<file path="src/rtl/core/dbar_pkg.sv">
// ---------------------------------------------------------------------------
// dbar_pkg
// types and constants shared by the door bus accessory responder
// ---------------------------------------------------------------------------
package dbar_pkg;

  localparam logic [15:0] AddrCommand   = 16'h9C41;
  localparam logic [15:0] AddrState     = 16'h9CB9;
  localparam logic [15:0] AddrBroadcast = 16'h9D31;

  typedef enum logic [1:0] {
    MODE_TICK  = 2'd0,
    MODE_WRITE = 2'd1,
    MODE_READ  = 2'd2,
    MODE_HOST  = 2'd3
  } mode_e;

  typedef enum logic [1:0] {
    ST_OK       = 2'd0,
    ST_ILLEGAL  = 2'd1,
    ST_ACCEPTED = 2'd2,
    ST_REFUSED  = 2'd3
  } status_e;

  typedef enum logic [2:0] {
    KEY_NONE    = 3'd0,
    KEY_OPEN    = 3'd1,
    KEY_CLOSE   = 3'd2,
    KEY_IMPULSE = 3'd3,
    KEY_VENT    = 3'd4,
    KEY_HALF    = 3'd5,
    KEY_LAMP    = 3'd6
  } key_e;

  // host request codes
  localparam logic [3:0] ReqOpen    = 4'd0;
  localparam logic [3:0] ReqClose   = 4'd1;
  localparam logic [3:0] ReqImpulse = 4'd2;
  localparam logic [3:0] ReqVent    = 4'd3;
  localparam logic [3:0] ReqHalf    = 4'd4;
  localparam logic [3:0] ReqLamp    = 4'd5;
  localparam logic [3:0] ReqStop    = 4'd6;
  localparam logic [3:0] ReqTarget  = 4'd7;
  localparam logic [3:0] ReqCancel  = 4'd8;

  localparam logic [3:0] DsUnknown  = 4'd0;
  localparam logic [3:0] DsStopped  = 4'd1;
  localparam logic [3:0] DsOpening  = 4'd2;
  localparam logic [3:0] DsClosing  = 4'd3;
  localparam logic [3:0] DsMoveHalf = 4'd4;
  localparam logic [3:0] DsMoveVent = 4'd5;
  localparam logic [3:0] DsVent     = 4'd6;
  localparam logic [3:0] DsOpen     = 4'd7;
  localparam logic [3:0] DsClosed   = 4'd8;
  localparam logic [3:0] DsHalfOpen = 4'd9;

  typedef enum logic [1:0] {
    FSM_IDLE = 2'd0,
    FSM_EXEC = 2'd1,
    FSM_EMIT = 2'd2
  } fsm_e;

  // command from the controller to the datapath
  typedef struct packed {
    logic       load;
    logic       exec;
    logic       emit;
    logic       last;
  } dbar_cmd_t;

  // status back to the controller
  typedef struct packed {
    logic [6:0] count;
  } dbar_sts_t;

  // key word table: pressed word 1, released word 1, pressed word 2, released word 2
  function automatic logic [15:0] key_word(input logic [2:0] k, input logic [1:0] sel);
    logic [15:0] w;
    w = 16'h0000;
    case (k)
      KEY_OPEN:    w = (sel == 2'd0) ? 16'h0210 : (sel == 2'd1) ? 16'h0110 : 16'h0000;
      KEY_CLOSE:   w = (sel == 2'd0) ? 16'h0220 : (sel == 2'd1) ? 16'h0120 : 16'h0000;
      KEY_IMPULSE: w = (sel == 2'd0) ? 16'h0240 : (sel == 2'd1) ? 16'h0140 : 16'h0000;
      KEY_VENT:    w = (sel == 2'd0) ? 16'h0200 : (sel == 2'd1) ? 16'h0100 : 16'h4000;
      KEY_HALF:    w = (sel == 2'd0) ? 16'h0200 : (sel == 2'd1) ? 16'h0100 : 16'h0400;
      KEY_LAMP:    w = (sel == 2'd0) ? 16'h0100 : (sel == 2'd1) ? 16'h0800 : 16'h0200;
      default:     w = 16'h0000;
    endcase
    return w;
  endfunction

  function automatic logic door_in_motion(input logic [3:0] s);
    return (s >= DsOpening) && (s <= DsMoveVent);
  endfunction

endpackage

</file>
<file path="src/rtl/core/dbar_ctrl.sv">
// ---------------------------------------------------------------------------
// dbar_ctrl
// sequencer: accepts an item, runs its update, then emits its results
// ---------------------------------------------------------------------------
module dbar_ctrl import dbar_pkg::*; (
  input  logic      clk_i,
  input  logic      rst_ni,
  input  logic      in_valid_i,
  output logic      in_ready_o,
  output logic      out_valid_o,
  input  logic      out_ready_i,
  output dbar_cmd_t cmd_o,
  input  dbar_sts_t sts_i
);

  fsm_e       state_q, state_d;
  logic [6:0] idx_q, idx_d;

  always_ff @(posedge clk_i or negedge rst_ni) begin
    if (!rst_ni) begin
      state_q <= FSM_IDLE;
      idx_q   <= '0;
    end else begin
      state_q <= state_d;
      idx_q   <= idx_d;
    end
  end

  always_comb begin
    state_d     = state_q;
    idx_d       = idx_q;
    in_ready_o  = 1'b0;
    out_valid_o = 1'b0;
    cmd_o       = '0;
    cmd_o.last  = (idx_q + 7'd1 >= sts_i.count);
    case (state_q)
      FSM_IDLE: begin
        in_ready_o = 1'b1;
        if (in_valid_i) begin
          cmd_o.load = 1'b1;
          state_d    = FSM_EXEC;
        end
      end
      FSM_EXEC: begin
        cmd_o.exec = 1'b1;
        idx_d      = '0;
        state_d    = FSM_EMIT;
      end
      FSM_EMIT: begin
        out_valid_o = 1'b1;
        if (out_ready_i) begin
          cmd_o.emit = 1'b1;
          idx_d      = idx_q + 7'd1;
          if (cmd_o.last) state_d = FSM_IDLE;
        end
      end
      default: state_d = FSM_IDLE;
    endcase
  end

  assert property (@(posedge clk_i) disable iff (!rst_ni)
    in_ready_o |-> !out_valid_o) else $error("ready while emitting");
  assert property (@(posedge clk_i) disable iff (!rst_ni)
    cmd_o.load |=> state_q == FSM_EXEC) else $error("load without exec");
  assert property (@(posedge clk_i) disable iff (!rst_ni)
    state_q == FSM_EXEC |=> idx_q == 7'd0) else $error("index not cleared");

endmodule

</file>
<file path="src/rtl/core/dbar_datapath.sv">
// ---------------------------------------------------------------------------
// dbar_datapath
// door, link, key and lamp state with the per-item update and read words
// ---------------------------------------------------------------------------
module dbar_datapath import dbar_pkg::*; #(
  parameter int MaxReadWords = 64,
  parameter int MaxToggles   = 4
) (
  input  logic        clk_i,
  input  logic        rst_ni,
  input  dbar_cmd_t   cmd_i,
  output dbar_sts_t   sts_o,
  input  logic [15:0] in_data_i [5],
  input  logic [6:0]  reg_count_i,
  input  logic [1:0]  mode_i,
  input  logic [3:0]  request_i,
  input  logic [15:0] timeout_i,
  input  logic [15:0] hold_i,
  output logic [15:0] out_word_o,
  output logic [1:0]  status_o,
  output logic [3:0]  door_state_o,
  output logic [7:0]  door_position_o,
  output logic        lamp_on_o,
  output logic        lamp_known_o,
  output logic        connected_o,
  output logic [2:0]  toggles_waiting_o
);

  localparam logic [6:0] MaxRd = 7'(MaxReadWords);
  localparam logic [2:0] MaxTg = 3'(MaxToggles);

  typedef struct packed {
    logic        link_up;
    logic [15:0] since_response;
    logic [2:0]  pending_key;
    logic        key_presented;
    logic [15:0] since_press;
    logic [15:0] since_queued;
    logic [15:0] last_command_word;
    logic [15:0] last_state_word;
    logic [3:0]  door_code;
    logic [7:0]  raw_position;
    logic [7:0]  target_pos;
    logic        target_opening;
    logic        target_moving;
    logic [15:0] since_target;
    logic        lamp_bit;
    logic        lamp_fresh;
    logic [2:0]  toggle_count;
    logic [15:0] since_release;
  } st_t;

  st_t st_q, st_d;

  // latched item
  logic [1:0]  mode_q;
  logic [15:0] addr_q, wf_q, ws_q, wl_q;
  logic [6:0]  n_q;
  logic [3:0]  req_q;
  logic [7:0]  tgt_q;
  logic [1:0]  status_q, status_d;
  logic [6:0]  cnt_q, cnt_d;
  logic [15:0] w0_q, w1_q, w2_q, w3_q, w4_q;
  logic [15:0] w0_d, w1_d, w2_d, w3_d, w4_d;
  logic [6:0]  idx_q;

  always_ff @(posedge clk_i) begin
    if (cmd_i.load) begin
      mode_q <= mode_i;
      addr_q <= in_data_i[0];
      wf_q   <= in_data_i[1];
      ws_q   <= in_data_i[2];
      wl_q   <= in_data_i[3];
      tgt_q  <= in_data_i[4][7:0];
      n_q    <= reg_count_i;
      req_q  <= request_i;
    end
    if (cmd_i.exec) begin
      status_q <= status_d;
      w0_q <= w0_d; w1_q <= w1_d; w2_q <= w2_d; w3_q <= w3_d; w4_q <= w4_d;
    end
  end

  always_ff @(posedge clk_i or negedge rst_ni) begin
    if (!rst_ni) begin
      st_q  <= '0;
      cnt_q <= 7'd1;
      idx_q <= '0;
    end else begin
      if (cmd_i.exec) begin
        st_q  <= st_d;
        cnt_q <= cnt_d;
        idx_q <= '0;
      end else if (cmd_i.emit) begin
        idx_q <= idx_q + 7'd1;
      end
    end
  end

  function automatic logic [15:0] sat(input logic [15:0] v);
    return (v == 16'hFFFF) ? v : v + 16'd1;
  endfunction

  function automatic logic [7:0] cur_pos(input st_t s);
    if (s.door_code == DsClosed) return 8'd0;
    if (s.door_code == DsOpen) return 8'd200;
    return s.raw_position;
  endfunction

  function automatic logic unsent(input st_t s);
    return (s.pending_key == KEY_LAMP) && !s.key_presented;
  endfunction

  function automatic st_t clr_tgt(input st_t s);
    st_t r;
    r = s;
    r.target_pos = '0;
    r.target_moving = 1'b0;
    return r;
  endfunction

  function automatic st_t settled(input st_t s);
    st_t r;
    r = s;
    if (r.toggle_count != 0) begin
      r.toggle_count = r.toggle_count - 3'd1;
      if (r.toggle_count == {2'b0, unsent(r)}) r.since_release = '0;
    end
    return r;
  endfunction

  function automatic st_t forget(input st_t s);
    st_t r;
    r = s;
    r.since_release = '0;
    r.toggle_count = {2'b0, unsent(r)};
    return r;
  endfunction

  function automatic st_t drop_cmd(input st_t s);
    st_t  r;
    logic was;
    r = s;
    was = r.pending_key == KEY_LAMP;
    r.pending_key = KEY_NONE;
    r.key_presented = 1'b0;
    r.since_press = '0;
    if (was) r = settled(r);
    else r = clr_tgt(r);
    return r;
  endfunction

  function automatic st_t queue(input st_t s, input logic [2:0] k, output logic ok);
    st_t r;
    r = s;
    ok = 1'b0;
    if (r.link_up && r.pending_key == KEY_NONE) begin
      if (k != KEY_LAMP) r = clr_tgt(r);
      r.pending_key = k;
      r.key_presented = 1'b0;
      r.since_press = '0;
      r.since_queued = '0;
      ok = 1'b1;
    end
    return r;
  endfunction

  function automatic st_t stop(input st_t s, output logic ok);
    st_t r;
    if (!door_in_motion(s.door_code)) begin
      r = clr_tgt(s);
      ok = 1'b1;
    end else begin
      r = queue(s, KEY_IMPULSE, ok);
    end
    return r;
  endfunction

  function automatic st_t set_door(input st_t s, input logic [3:0] c);
    st_t r;
    r = s;
    if (r.door_code != c) begin
      r.door_code = c;
      if (r.target_pos != 0) begin
        if (c == (r.target_opening ? DsOpening : DsClosing)) r.target_moving = 1'b1;
        else if (r.target_moving && !door_in_motion(c)) r = clr_tgt(r);
      end
    end
    return r;
  endfunction

  always_comb begin
    st_t         s;
    logic        ok, okq, reached, opening;
    logic [7:0]  p, cur;
    logic [15:0] cw0, cw1;
    logic [2:0]  k;
    s = st_q;
    ok = 1'b0; okq = 1'b0; reached = 1'b0; opening = 1'b0;
    p = '0; cur = '0; cw0 = '0; cw1 = '0; k = '0;
    status_d = ST_OK;
    cnt_d = 7'd1;
    w0_d = '0; w1_d = '0; w2_d = '0; w3_d = '0; w4_d = '0;
    case (mode_q)
      MODE_TICK: begin
        s.since_response = sat(s.since_response);
        s.since_press    = sat(s.since_press);
        s.since_queued   = sat(s.since_queued);
        s.since_target   = sat(s.since_target);
        if (s.since_release != 0) s.since_release = sat(s.since_release);
        if (s.link_up && s.since_response > timeout_i) begin
          s.link_up = 1'b0;
          s = drop_cmd(s);
          s = clr_tgt(s);
          s = forget(s);
          s.lamp_fresh = 1'b0;
        end
        if (s.pending_key != KEY_NONE && s.since_queued > timeout_i) s = drop_cmd(s);
        if (s.target_pos != 0 && !s.target_moving && s.since_target > timeout_i)
          s = clr_tgt(s);
        if (s.since_release != 0 && (s.since_release - 16'd1) > timeout_i) s = forget(s);
      end
      MODE_HOST: begin
        case (req_q)
          ReqOpen:    s = queue(s, KEY_OPEN, ok);
          ReqClose:   s = queue(s, KEY_CLOSE, ok);
          ReqImpulse: s = queue(s, KEY_IMPULSE, ok);
          ReqVent:    s = queue(s, KEY_VENT, ok);
          ReqHalf:    s = queue(s, KEY_HALF, ok);
          ReqLamp: begin
            if (s.toggle_count < MaxTg) begin
              s = queue(s, KEY_LAMP, ok);
              if (ok) s.toggle_count = s.toggle_count + 3'd1;
            end
          end
          ReqStop: s = stop(s, ok);
          ReqTarget: begin
            if (tgt_q <= 8'd10) s = queue(s, KEY_CLOSE, ok);
            else if (tgt_q >= 8'd190) s = queue(s, KEY_OPEN, ok);
            else begin
              cur = cur_pos(s);
              if (tgt_q == cur) s = stop(s, ok);
              else begin
                opening = tgt_q > cur;
                s = queue(s, opening ? KEY_OPEN : KEY_CLOSE, ok);
                if (ok) begin
                  s.target_pos = tgt_q;
                  s.since_target = '0;
                  s.target_opening = opening;
                  s.target_moving = s.door_code == (opening ? DsOpening : DsClosing);
                end
              end
            end
          end
          ReqCancel: begin
            if (s.pending_key == KEY_LAMP && !s.key_presented) begin
              s = drop_cmd(s);
              ok = 1'b1;
            end
          end
          default: ok = 1'b0;
        endcase
        status_d = ok ? ST_ACCEPTED : ST_REFUSED;
      end
      MODE_WRITE: begin
        if (addr_q == AddrCommand) begin
          s.since_response = '0;
          s.link_up = 1'b1;
          if (n_q >= 7'd1) s.last_command_word = wf_q;
        end else if (addr_q == AddrBroadcast) begin
          s.since_response = '0;
          s.link_up = 1'b1;
          if (n_q > 7'd2 && s.last_state_word != ws_q) begin
            s.last_state_word = ws_q;
            case (ws_q[15:8])
              8'h00: s = set_door(s, (ws_q[7:0] == 8'h61) ? DsVent : DsStopped);
              8'h01: s = set_door(s, DsOpening);
              8'h02: s = set_door(s, DsClosing);
              8'h05: s = set_door(s, DsMoveHalf);
              8'h09: s = set_door(s, DsMoveVent);
              8'h0A: s = set_door(s, DsVent);
              8'h20: s = set_door(s, DsOpen);
              8'h40: s = set_door(s, DsClosed);
              8'h80: s = set_door(s, DsHalfOpen);
              default: s = s;
            endcase
          end
          if (n_q > 7'd1) begin
            p = wf_q[7:0];
            if (s.raw_position != p) begin
              s.raw_position = p;
              if (s.target_pos != 0 && s.target_moving) begin
                cur = cur_pos(s);
                reached = s.target_opening ? (cur >= s.target_pos) : (cur <= s.target_pos);
                if (reached) s = stop(s, okq);
              end
            end
          end
          if (n_q > 7'd6) begin
            s.lamp_fresh = 1'b1;
            if (s.lamp_bit != wl_q[4]) begin
              s.lamp_bit = wl_q[4];
              if (s.toggle_count > {2'b0, unsent(s)}) s = settled(s);
            end
          end else begin
            s.lamp_fresh = 1'b0;
          end
        end else begin
          status_d = ST_ILLEGAL;
        end
      end
      default: begin
        if (addr_q != AddrState) begin
          status_d = ST_ILLEGAL;
        end else begin
          s.since_response = '0;
          s.link_up = 1'b1;
          cnt_d = (n_q > MaxRd) ? MaxRd : n_q;
          if (cnt_d == 7'd8) begin
            k = s.pending_key;
            if (k != KEY_NONE && k <= KEY_LAMP) begin
              if (!s.key_presented) begin
                s.key_presented = 1'b1;
                s.since_press = '0;
                cw0 = key_word(k, 2'd0);
                cw1 = key_word(k, 2'd2);
              end else if (s.since_press > hold_i) begin
                s.key_presented = 1'b0;
                s.since_press = '0;
                s.pending_key = KEY_NONE;
                if (k == KEY_LAMP && s.toggle_count != 0) s.since_release = 16'd1;
                cw0 = key_word(k, 2'd1);
                cw1 = key_word(k, 2'd3);
              end
            end
            w0_d = {s.last_command_word[15:8], 8'h00};
            w1_d = {s.last_command_word[7:0], 8'h01};
            w2_d = cw0;
            w3_d = cw1;
          end else if (cnt_d == 7'd2) begin
            w0_d = {s.last_command_word[15:8], 8'h04};
            w1_d = {s.last_command_word[7:0], 8'h00};
          end else if (cnt_d == 7'd5) begin
            w0_d = {s.last_command_word[15:8], 8'h00};
            w1_d = {s.last_command_word[7:0], 8'h05};
            w2_d = 16'h0430;
            w3_d = 16'h10FF;
            w4_d = 16'hA845;
          end
          if (cnt_d == 7'd0) cnt_d = 7'd1;
        end
      end
    endcase
    st_d = s;
  end

  assign sts_o.count = cnt_q;

  always_comb begin
    case (idx_q)
      7'd0: out_word_o = w0_q;
      7'd1: out_word_o = w1_q;
      7'd2: out_word_o = w2_q;
      7'd3: out_word_o = w3_q;
      7'd4: out_word_o = w4_q;
      default: out_word_o = 16'h0000;
    endcase
  end

  logic [7:0] pos;
  assign pos               = cur_pos(st_q);
  assign status_o          = status_q;
  assign door_state_o      = st_q.door_code;
  assign door_position_o   = (pos > 8'd200) ? 8'd200 : pos;
  assign lamp_on_o         = st_q.lamp_bit;
  assign lamp_known_o      = st_q.lamp_fresh;
  assign connected_o       = st_q.link_up;
  assign toggles_waiting_o = st_q.toggle_count;

  assert property (@(posedge clk_i) disable iff (!rst_ni)
    st_q.toggle_count <= MaxTg) else $error("toggle count over cap");
  assert property (@(posedge clk_i) disable iff (!rst_ni)
    cnt_q != 7'd0 && cnt_q <= MaxRd) else $error("bad result count");
  assert property (@(posedge clk_i) disable iff (!rst_ni)
    !st_q.link_up |-> st_q.pending_key == KEY_NONE || $past(st_q.link_up))
    else $error("key pending without link");

endmodule

</file>
<file path="src/rtl/core/door_bus_accessory_responder.sv">
// ---------------------------------------------------------------------------
// door_bus_accessory_responder
// garage door bus accessory responder top level
// ---------------------------------------------------------------------------
// Items enter on the s_axis channel: tick, bus write, bus read or host
// request. Each item is taken, updated in the next cycle, then its results
// leave on m_axis one word per cycle while m_axis_tready is high, tlast on
// the final one. A tick, write or host item gives one result.
// A read of the state block gives up to MaxReadWords results.
// The rate is set by the result sequencer, one transfer per cycle while m_axis_tready is high.
// No new item is taken until the last result of the current one is taken;
// when m_axis_tready is low the result holds and the sequencer waits.
// After reset the door, link, key and lamp state is clear, link down, timeout 2000 and hold 500.
// The APB port sets link_timeout_ms (0x0) and press_hold_ms (0x4).
// ---------------------------------------------------------------------------
module door_bus_accessory_responder import dbar_pkg::*; #(
  parameter int MaxReadWords = 64,
  parameter int MaxToggles   = 4
) (
  input  logic        clk_i,
  input  logic        rst_ni,
  input  logic        s_axis_tvalid,
  output logic        s_axis_tready,
  // address, reg_count, word_first, word_state, word_lamp, request, target
  input  logic [87:0] s_axis_tdata,
  // mode
  input  logic [1:0]  s_axis_tuser,
  output logic        m_axis_tvalid,
  input  logic        m_axis_tready,
  // out_word, door_state, door_position, lamp_on, lamp_known, connected,
  // toggles_waiting
  output logic [39:0] m_axis_tdata,
  // status
  output logic [1:0]  m_axis_tuser,
  output logic        m_axis_tlast,
  input  logic        psel,
  input  logic        penable,
  input  logic        pwrite,
  input  logic [2:0]  paddr,
  input  logic [31:0] pwdata,
  output logic [31:0] prdata,
  output logic        pready
);

  dbar_cmd_t   cmd;
  dbar_sts_t   sts;
  logic [15:0] timeout_q, hold_q;
  logic [15:0] fields [5];
  logic [15:0] ow;
  logic [3:0]  ds;
  logic [7:0]  dp;
  logic        lo, lk, cn;
  logic [2:0]  tw;

  assign pready = 1'b1;

  always_ff @(posedge clk_i or negedge rst_ni) begin
    if (!rst_ni) begin
      timeout_q <= 16'd2000;
      hold_q    <= 16'd500;
    end else if (psel && penable && pwrite) begin
      if (paddr == 3'd0) timeout_q <= pwdata[15:0];
      else if (paddr == 3'd4) hold_q <= pwdata[15:0];
    end
  end

  always_comb begin
    case (paddr)
      3'd0:    prdata = {16'h0, timeout_q};
      3'd4:    prdata = {16'h0, hold_q};
      default: prdata = 32'h0;
    endcase
  end

  assign fields[0] = s_axis_tdata[15:0];
  assign fields[1] = s_axis_tdata[38:23];
  assign fields[2] = s_axis_tdata[54:39];
  assign fields[3] = s_axis_tdata[70:55];
  assign fields[4] = {8'h00, s_axis_tdata[82:75]};

  dbar_ctrl u_ctrl (
    .clk_i       (clk_i),
    .rst_ni      (rst_ni),
    .in_valid_i  (s_axis_tvalid),
    .in_ready_o  (s_axis_tready),
    .out_valid_o (m_axis_tvalid),
    .out_ready_i (m_axis_tready),
    .cmd_o       (cmd),
    .sts_i       (sts)
  );

  dbar_datapath #(
    .MaxReadWords (MaxReadWords),
    .MaxToggles   (MaxToggles)
  ) u_dp (
    .clk_i             (clk_i),
    .rst_ni            (rst_ni),
    .cmd_i             (cmd),
    .sts_o             (sts),
    .in_data_i         (fields),
    .reg_count_i       (s_axis_tdata[22:16]),
    .mode_i            (s_axis_tuser),
    .request_i         (s_axis_tdata[74:71]),
    .timeout_i         (timeout_q),
    .hold_i            (hold_q),
    .out_word_o        (ow),
    .status_o          (m_axis_tuser),
    .door_state_o      (ds),
    .door_position_o   (dp),
    .lamp_on_o         (lo),
    .lamp_known_o      (lk),
    .connected_o       (cn),
    .toggles_waiting_o (tw)
  );

  assign m_axis_tlast = cmd.last;
  assign m_axis_tdata = {6'b0, tw, cn, lk, lo, dp, ds, ow};

endmodule

</file>
<file path="config.mk">
export PLATFORM = sky130hd
export DESIGN_NAME = door_bus_accessory_responder
export DESIGN_NICKNAME = d
export VERILOG_FILES = /design/src/rtl/core/dbar_pkg.sv /design/src/rtl/core/dbar_ctrl.sv /design/src/rtl/core/dbar_datapath.sv /design/src/rtl/core/door_bus_accessory_responder.sv
export SDC_FILE = /design/constraint.sdc
export NUM_CORES = 1
export LEC_CHECK = 0
export ABC_AREA = 1
export BUFFER_PORTS_ARGS = -buffer_cell sky130_fd_sc_hd__buf_4
export CORE_ASPECT_RATIO = 0.5
export CORE_MARGIN = 10
export CORE_UTILIZATION = 40
export CTS_CLUSTER_DIAMETER = 80
export DETAILED_ROUTE_END_ITERATION = 10
export PLACE_DENSITY = 0.67
export SYNTH_ARGS = -nofsm -noshare
export SYNTH_HDL_FRONTEND = slang
export SYNTH_HIERARCHICAL = 1
export SYNTH_SLANG_ARGS = --single-unit
</file>
<file path="constraint.sdc">
create_clock -name clk_i -period 7.3 [get_ports clk_i]
set_input_delay 1.46 -clock clk_i [delete_from_list [all_inputs] [get_ports clk_i]]
set_output_delay 1.46 -clock clk_i [all_outputs]
set_load 0.02 [all_outputs]
</file>
==> reports/qor.csv, run 1 <==
stage,metric,value,unit
power_and_ir_drop,Peak VDD IR,0.000204,V
die,core area,51800,sq um
yosys,Yosys warning count,6,
clock_tree,Clock Latency Late Sink,0.61,ns
die,Die Height,182,um
detailed_routing,drt pass-1 iters,6,
sta,Slew headroom,32.5,%
layout,"commonest non-fill, non-tap cell in the layout",nand2_1,
clock_tree,CTS tree,yes,
placement,global placement routability congestion,0.972,
clock_tree,CTS Sinks,301,
placement,Port Buf Inserts,150,
sta,skew final,0.0187,ns
detailed_routing,DR vias,19100,
sta,Hold WS,0.487,ns
grt,Tot GR Track Use,18.2,%
sta,crit path time final,6.88,ns
setup_path,critical path peak fanout,13,
yosys,number of synthesized register bits,301,
layout,most frequent cells in the layout,"nand2_1, inv_1, nor2_1",
layout,layout cells sized above 1,12.6,%
worst_hold_path,HP Class,flip-flop to flip-flop,
yosys,Async SR Flop Fraction,66.1,%
die,initial core utilization,40.3,%
grt,first-pass GRT wire length,94700,um
grt,largest net degree at the start of global routing,106,
setup_path,Critical-path top delay cell,dfrtp_1,
placement,pre-CTS setup slack,0.336,ns
yosys,cell count after synthesis,2771,
layout,Finished Layout Cells,3638,
power_and_ir_drop,PD cells,303,nW/um^2
sta,Tcrit/Tclk final,94.2,%
power_and_ir_drop,Pleak,11.5,nW
detailed_routing,initial drt markers,1565,
clock_tree,deepest clock path buffer count,3,
sta,Final Worst Setup Slack,0.422,ns
grt,vias in the first global route,18300,
setup_path,Critical Path End Type,flip-flop,
yosys,synth unique cells,68,
clock_tree,CTS Root Cell,clkbuf_16,
yosys,Post-synth EDFFs,102,
sta,Hold Fails Final Rpt,0,
placement,post-DP HPWL,43900,um
outcome,status,"finished, final reports clean",
detailed_routing,routed len/inst,16.1,um
yosys,area of the mapped netlist,20900,sq um
grt,grt ovf,0,
yosys,Main synth FF type,dfrtp_1,
sta,f_max,145,MHz
clock_tree,"Clk pin slew, worst setup/hold paths",0.07,ns
detailed_routing,Post-DRT Antenna Nets,0,
die,Die Wd,343,um
layout,Layout area overhead,14.7,%
flow_run,total of max-cap violations,0,
grt,antenna violations before repair,0,
die,# IOs,210,
layout,nets@finish,3172,
setup_path,Setup crit start kind,flip-flop,
yosys,Syn Area/Cell,7.54,sq um
sta,final setup TNS,0,ns
sta,Final Slew Violations,0,
detailed_routing,DRC,0,
detailed_routing,"wirelength, routed",58500,um
layout,Finished Core Util,46.3,%
clock_tree,hold_buf cts,0,
clock_tree,htree depth,1,
placement,Inst Count DP,3571,
placement,post-placement cell area,22600,sq um
layout,ant diodes,0,
sta,# setup viols final,0,
setup_path,CP Class,flip-flop to flip-flop,
clock_tree,Num CTS Buffers,31,
yosys,part of the Yosys area used for sequential elements,38.6,%
setup_path,Critical Path Max Stage Delay,0.39,ns
power_and_ir_drop,Tot Pwr,7.26,mW
detailed_routing,vias per std cell,5.25,
sta,Worst-Margin Slew,1.01,ns
layout,final instance area,24000,sq um
setup_path,Required @ worst endpoint,7.78,ns
setup_path,Crit path arrival time,7.36,ns
die,row cnt,59,
die,die area,62400,sq um
-- flip-flops by register name (all words and copies together) (netlist names), 8 cells and up --
signal / flops
hold_q: 16
timeout_q: 16
u_dp/addr_q: 16
u_dp/st_q: 134
u_dp/tgt_q: 8
u_dp/w0_q: 9
u_dp/w1_q: 9
u_dp/wf_q: 16
u_dp/ws_q: 16
-- worst max-delay path, delay by kind of cell (launching register included) --
family          cells  cell delay (ns)
simple gates       25             3.47
flops               1             0.39
compound gates      3             0.32
xor+xnor            2             0.31
buf+inv            12             1.45
fa+ha+maj           3             0.76
-- cells in the mapped netlist, types with 5 or more instances --
cell / number / area share, %
buf_2: 15 / 0.36
nand3_2: 6 / 0.29
o21bai_1: 36 / 1.3
a21oi_1: 120 / 2.9
a22oi_1: 5 / 0.18
nand4_1: 78 / 2.3
nand2_1: 656 / 12
nand3_1: 162 / 3.9
nor4_1: 27 / 0.81
ha_1: 128 / 7.7
o22ai_1: 23 / 0.69
nand2_4: 5 / 0.27
nor2_2: 10 / 0.30
clkbuf_1: 34 / 0.61
nor3b_1: 5 / 0.18
nor3_1: 71 / 1.7
buf_4: 38 / 1.4
a31oi_1: 11 / 0.33
nor3_2: 8 / 0.38
nand2_2: 12 / 0.36
o21ai_1: 10 / 0.24
dfstp_2: 13 / 1.6
o211ai_1: 9 / 0.32
nor2_4: 7 / 0.38
dfrtp_1: 186 / 22
xor2_1: 50 / 2.1
o31ai_1: 21 / 0.75
edfxtp_1: 102 / 15
o21ai_0: 141 / 3.4
inv_2: 10 / 0.18
buf_6: 7 / 0.38
o21ai_2: 14 / 0.59
xnor2_1: 20 / 0.84
o2111ai_1: 6 / 0.25
nor2_1: 245 / 4.4
inv_1: 416 / 7.5
-- final cells by class --
class                   instances  area, sq um
repair buffers                184         1440
clock inverters                18          219
multi-input cells            1962        10900
clock buffers                  40          850
fillers                      5122        27800
flip-flops and latches        301         8060
inverters                     432         1630
well taps                     701          877
-- routing by layer --
layer / global-route usage [%] / vias to the layer above / share of wire, %
met3: 2.80 / 116 / 5.8
met4: 5.16 / 0 / 3.0
met1: 23.8 / 9006 / 44
met2: 30.8 / 558 / 47
met5: 0 / - / 0
li1: - / 9413 / -
-- kinds of logic after synthesis --
family	after synthesis	share of synthesized area [%]
other cells	2	0.0359
flops	301	38.6
simple gates	1308	27.7
xor+xnor	70	2.93
buf+inv	529	10.6
compound gates	432	12.5
mux	1	0.0539
fa+ha+maj	128	7.66
-- path summary, 6_finish.rpt --
check,slack (ns),end,depth (start not counted),from
min,0.49,u_dp/st_q[79]$_DFFE_PN0P_,2,u_dp/st_q[79]$_DFFE_PN0P_
max,0.42,u_dp/st_q[2]$_DFFE_PN0P_,45,u_dp/st_q[128]$_DFFE_PN0P_
min reg2reg,0.49,u_dp/st_q[79]$_DFFE_PN0P_,2,u_dp/st_q[79]$_DFFE_PN0P_
max in group asynchronous,4.82,u_dp/st_q[112]$_DFFE_PN0P_,2,rst_ni
min in group asynchronous,0.97,u_dp/st_q[140]$_DFFE_PN0P_,1,rst_ni
max reg2reg,0.42,u_dp/st_q[2]$_DFFE_PN0P_,45,u_dp/st_q[128]$_DFFE_PN0P_
-- power breakdown --
| part | internal, mW | switching (mW) |
|---|---|---|
| sequential | 2.14 | 0.290 |
| clock | 0.967 | 0.726 |
| combinational | 1.15 | 1.99 |
| total | 4.25 | 3.01 |
-- what timing repair did --
item | CTS | global route
gates resized for setup | 0 | 43
endpoints found under the setup margin | 0 | 19
setup buffers | 0 | 8
No activity file was read; power rests on OpenSTA's default activity.
==> inputs of run 2 (changes only) <==
- CAP_MARGIN: default -> 20
- PLACE_DENSITY: 0.67 -> default
- SETUP_SLACK_MARGIN: default -> 0.5
==> run 2 against run 1 <==
- core utilization rose by 0.50 points
- combinational power barely moved
- fmax rose by 2.9%
- routed wire length up 1.9%
- die area unchanged
- register-to-register slack improved by 0.20 ns
- non-clock buffer count rose by 16
- clock skew increased by 0.0050 ns
- first-iteration DRC count fell by 21%
- sequential share of layout area down 0.36 points
- largest power group unchanged
==> reports/qor.csv, run 2 (synthesis results as in run 1) <==
stage,metric,value,unit,change
outcome,status,"finished, final reports clean",,
detailed_routing,"wirelength, routed",59600,um,+1.9%
layout,Sequential Area,8060,sq um,unchanged
placement,global placement routability congestion,0.968,,-0.38%
die,Die Wd,343,um,unchanged
layout,Finished Layout Cells,3654,,+0.44%
sta,final setup TNS,0,ns,unchanged
layout,nets@finish,3188,,+0.50%
clock_tree,CTS Sinks,301,,unchanged
detailed_routing,DRC,0,,unchanged
layout,fill count,5068,,-1.1%
power_and_ir_drop,switching fraction of total power,41.5,%,about the same
grt,Tot GR Track Use,18.4,%,+0.21 points
worst_hold_path,HP Class,flip-flop to flip-flop,,
detailed_routing,Post-DRT Antenna Nets,0,,unchanged
power_and_ir_drop,Internal Power,4.25,mW,about the same
detailed_routing,routed len/inst,16.3,um,+1.4%
detailed_routing,DR vias,18800,,-1.8%
power_and_ir_drop,Tot Pwr,7.26,mW,about the same
setup_path,Setup crit start kind,flip-flop,,
placement,Port Buf Inserts,150,,unchanged
die,Die Height,182,um,unchanged
grt,first-pass GRT wire length,94900,um,+0.20%
setup_path,CP Class,flip-flop to flip-flop,,
layout,layout cells sized above 1,14.0,%,+1.4 points
setup_path,Critical-path top delay cell,dfrtp_1,,
power_and_ir_drop,PD cells,300,nW/um^2,-1.0%
die,die area,62400,sq um,unchanged
setup_path,Crit path depth,49,,+8.9%
clock_tree,deepest clock path buffer count,3,,unchanged
layout,number of flip-flops in the largest register,134,,unchanged
layout,Biggest register,u_dp/st_q,,
power_and_ir_drop,power share of the combinational group,43.7,%,+0.5 points
power_and_ir_drop,sw power,3.01,mW,+0.12%
sta,RSZ-0062 raised after global routing,yes,,
die,initial core utilization,40.3,%,unchanged
power_and_ir_drop,Peak VDD IR,0.000202,V,-1.3%
sta,# setup viols final,0,,unchanged
sta,Slew headroom,29.9,%,-2.6 points
setup_path,Required @ worst endpoint,7.78,ns,about the same
sta,skew final,0.0237,ns,+0.00501 ns
clock_tree,"Clk pin slew, worst setup/hold paths",0.06,ns,about the same
setup_path,critical path peak fanout,8,,-5
die,# IOs,210,,unchanged
grt,vias in the first global route,17900,,-2.1%
setup_path,Crit path arrival time,7.16,ns,-0.20 ns
setup_path,crit path buf inv count,14,,+2
sta,Hold Fails Final Rpt,0,,unchanged
setup_path,Worst Reg-to-Reg Cells,49,,+8.9%
die,row cnt,59,,unchanged
setup_path,cell family with most CP delay,simple AND/OR/NAND/NOR gates,,
sta,Tcrit/Tclk final,91.5,%,-2.7 points
layout,footprint of the multi-input gates,11000,sq um,+1.3%
grt,grt ovf,0,,unchanged
setup_path,Critical Path End Type,flip-flop,,
flow_run,total of max-cap violations,0,,unchanged
sta,Worst-Margin Slew,1.04,ns,+0.0331 ns
power_and_ir_drop,Pleak,11.6,nW,+0.87%
clock_tree,htree depth,1,,unchanged
sta,f_max,150,MHz,+2.9%
power_and_ir_drop,clock group share of total power,22.9,%,-0.4 points
clock_tree,CTS Root Cell,clkbuf_16,,
layout,Layout area overhead,16.0,%,
grt,largest net degree at the start of global routing,101,,-4.7%
sta,Final Slew Violations,0,,unchanged
layout,"commonest non-fill, non-tap cell in the layout",nand2_1,,
setup_path,Critical Path Max Stage Delay,0.38,ns,about the same
grt,antenna violations before repair,0,,unchanged
die,core area,51800,sq um,unchanged
detailed_routing,initial drt markers,1233,,-21%
placement,post-DP HPWL,44800,um,+2.0%
placement,Inst Count DP,3574,,+0.084%
clock_tree,Num CTS Buffers,31,,unchanged
layout,most frequent cells in the layout,"nand2_1, inv_1, nor2_1",,
detailed_routing,drt pass-1 iters,5,,-1
clock_tree,Clock Latency Late Sink,0.61,ns,about the same
worst_hold_path,hold path depth,2,,unchanged
power_and_ir_drop,Flop pwr share,33.4,%,about the same
clock_tree,CTS tree,yes,,
layout,Finished Core Util,46.8,%,+0.50 points
layout,ant diodes,0,,unchanged
sta,crit path time final,6.68,ns,-0.195 ns
detailed_routing,vias per std cell,5.13,,-2.2%
[run 2: changes by cell type in the layout (fill, tap and decap cells not counted), moves of 3 or more]
cell,delta
nand2_1,-8
nand3_2,+4
nand2_4,+3
nor2_4,+7
nand2_2,+5
nand3_1,-5
nor2_2,-5
inv_2,+6
inv_1,-6
buf_4,+12
buf_6,+4
[run 2: layer usage]
| metal | track usage [%] | vias up | share of wire (%) |
|---|---|---|---|
| li1 | - | 9461 | - |
| met1 | 24.8 | 8746 | 46 |
| met2 | 30.5 | 450 | 46 |
| met3 | 2.45 | 97 | 4.6 |
| met4 | 5.43 | 0 | 2.9 |
| met5 | 0 | - | 0 |
[run 2: metrics by stage]
| step | setup WS [ns] | cell area, sq um | hold WS [ns] |
|---|---|---|---|
| final | 0.617 | 24200 | 0.483 |
| after global routing | 0.215 | 24200 | 0.495 |
| after CTS | 0.534 | 23800 | 0.488 |
| after detailed placement | 0.332 | 22700 | 0.471 |
| after global placement | 0.416 | 22700 | 0.468 |
| after floorplan | 0.639 | 21000 | 0.452 |
[run 2: worst paths after layout]
check | startpoint | endpoint | slack (ns)
setup / recovery | u_dp/st_q[128]$_DFFE_PN0P_ | u_dp/st_q[15]$_DFFE_PN0P_ | 0.62
hold / removal | u_dp/st_q[82]$_DFFE_PN0P_ | u_dp/st_q[82]$_DFFE_PN0P_ | 0.48
setup reg to reg | u_dp/st_q[128]$_DFFE_PN0P_ | u_dp/st_q[15]$_DFFE_PN0P_ | 0.62
hold reg to reg | u_dp/st_q[82]$_DFFE_PN0P_ | u_dp/st_q[82]$_DFFE_PN0P_ | 0.48
max in group asynchronous | rst_ni | u_dp/st_q[77]$_DFFE_PN0P_ | 5.20
min in group asynchronous | rst_ni | u_dp/st_q[141]$_DFFE_PN0P_ | 0.96
[run 2: repair_timing]
| action | in CTS | in global routing |
|---|---|---|
| endpoints found under the setup margin | 19 | 19 |
| gates resized for setup | 7 | 82 |
| setup buffers | 3 | 18 |
| pin swaps | 2 | 41 |
| gates cloned | 0 | 1 |
| hold buffers | 0 | 0 |
[run 2: power by group through the flow]
stage | clock network (mW) | logic [mW] | registers, mW
finish | 1.66 | 3.17 | 2.43
global route | 1.78 | 3.56 | 2.48
CTS | 1.71 | 3.01 | 2.42
detailed placement | 0 | 2.98 | 2.46
global placement | 0 | 2.93 | 2.45
floorplan | 0 | 2.14 | 2.36
[run 2: cell type report]
type                       count  share of cell area [%]
timing repair buffer         200                    6.49
multi-input combinational   1962                    45.6
clock buffer                  40                    3.55
inverter                     432                    6.72
clock inverter                18                   0.795
sequential                   301                    33.3
tap                          701                    3.62
[run 2: worst reg2reg max path: cells and delay by family (launching register included)]
kind / cells / cell delay (ns)
AOI/OAI and AO/OA: 5 / 0.62
adders and majority gates: 4 / 0.98
DFF: 1 / 0.38
and+or+nand+nor: 25 / 2.87
buffers and inverters: 14 / 1.56
xor gates and xnor gates: 1 / 0.16
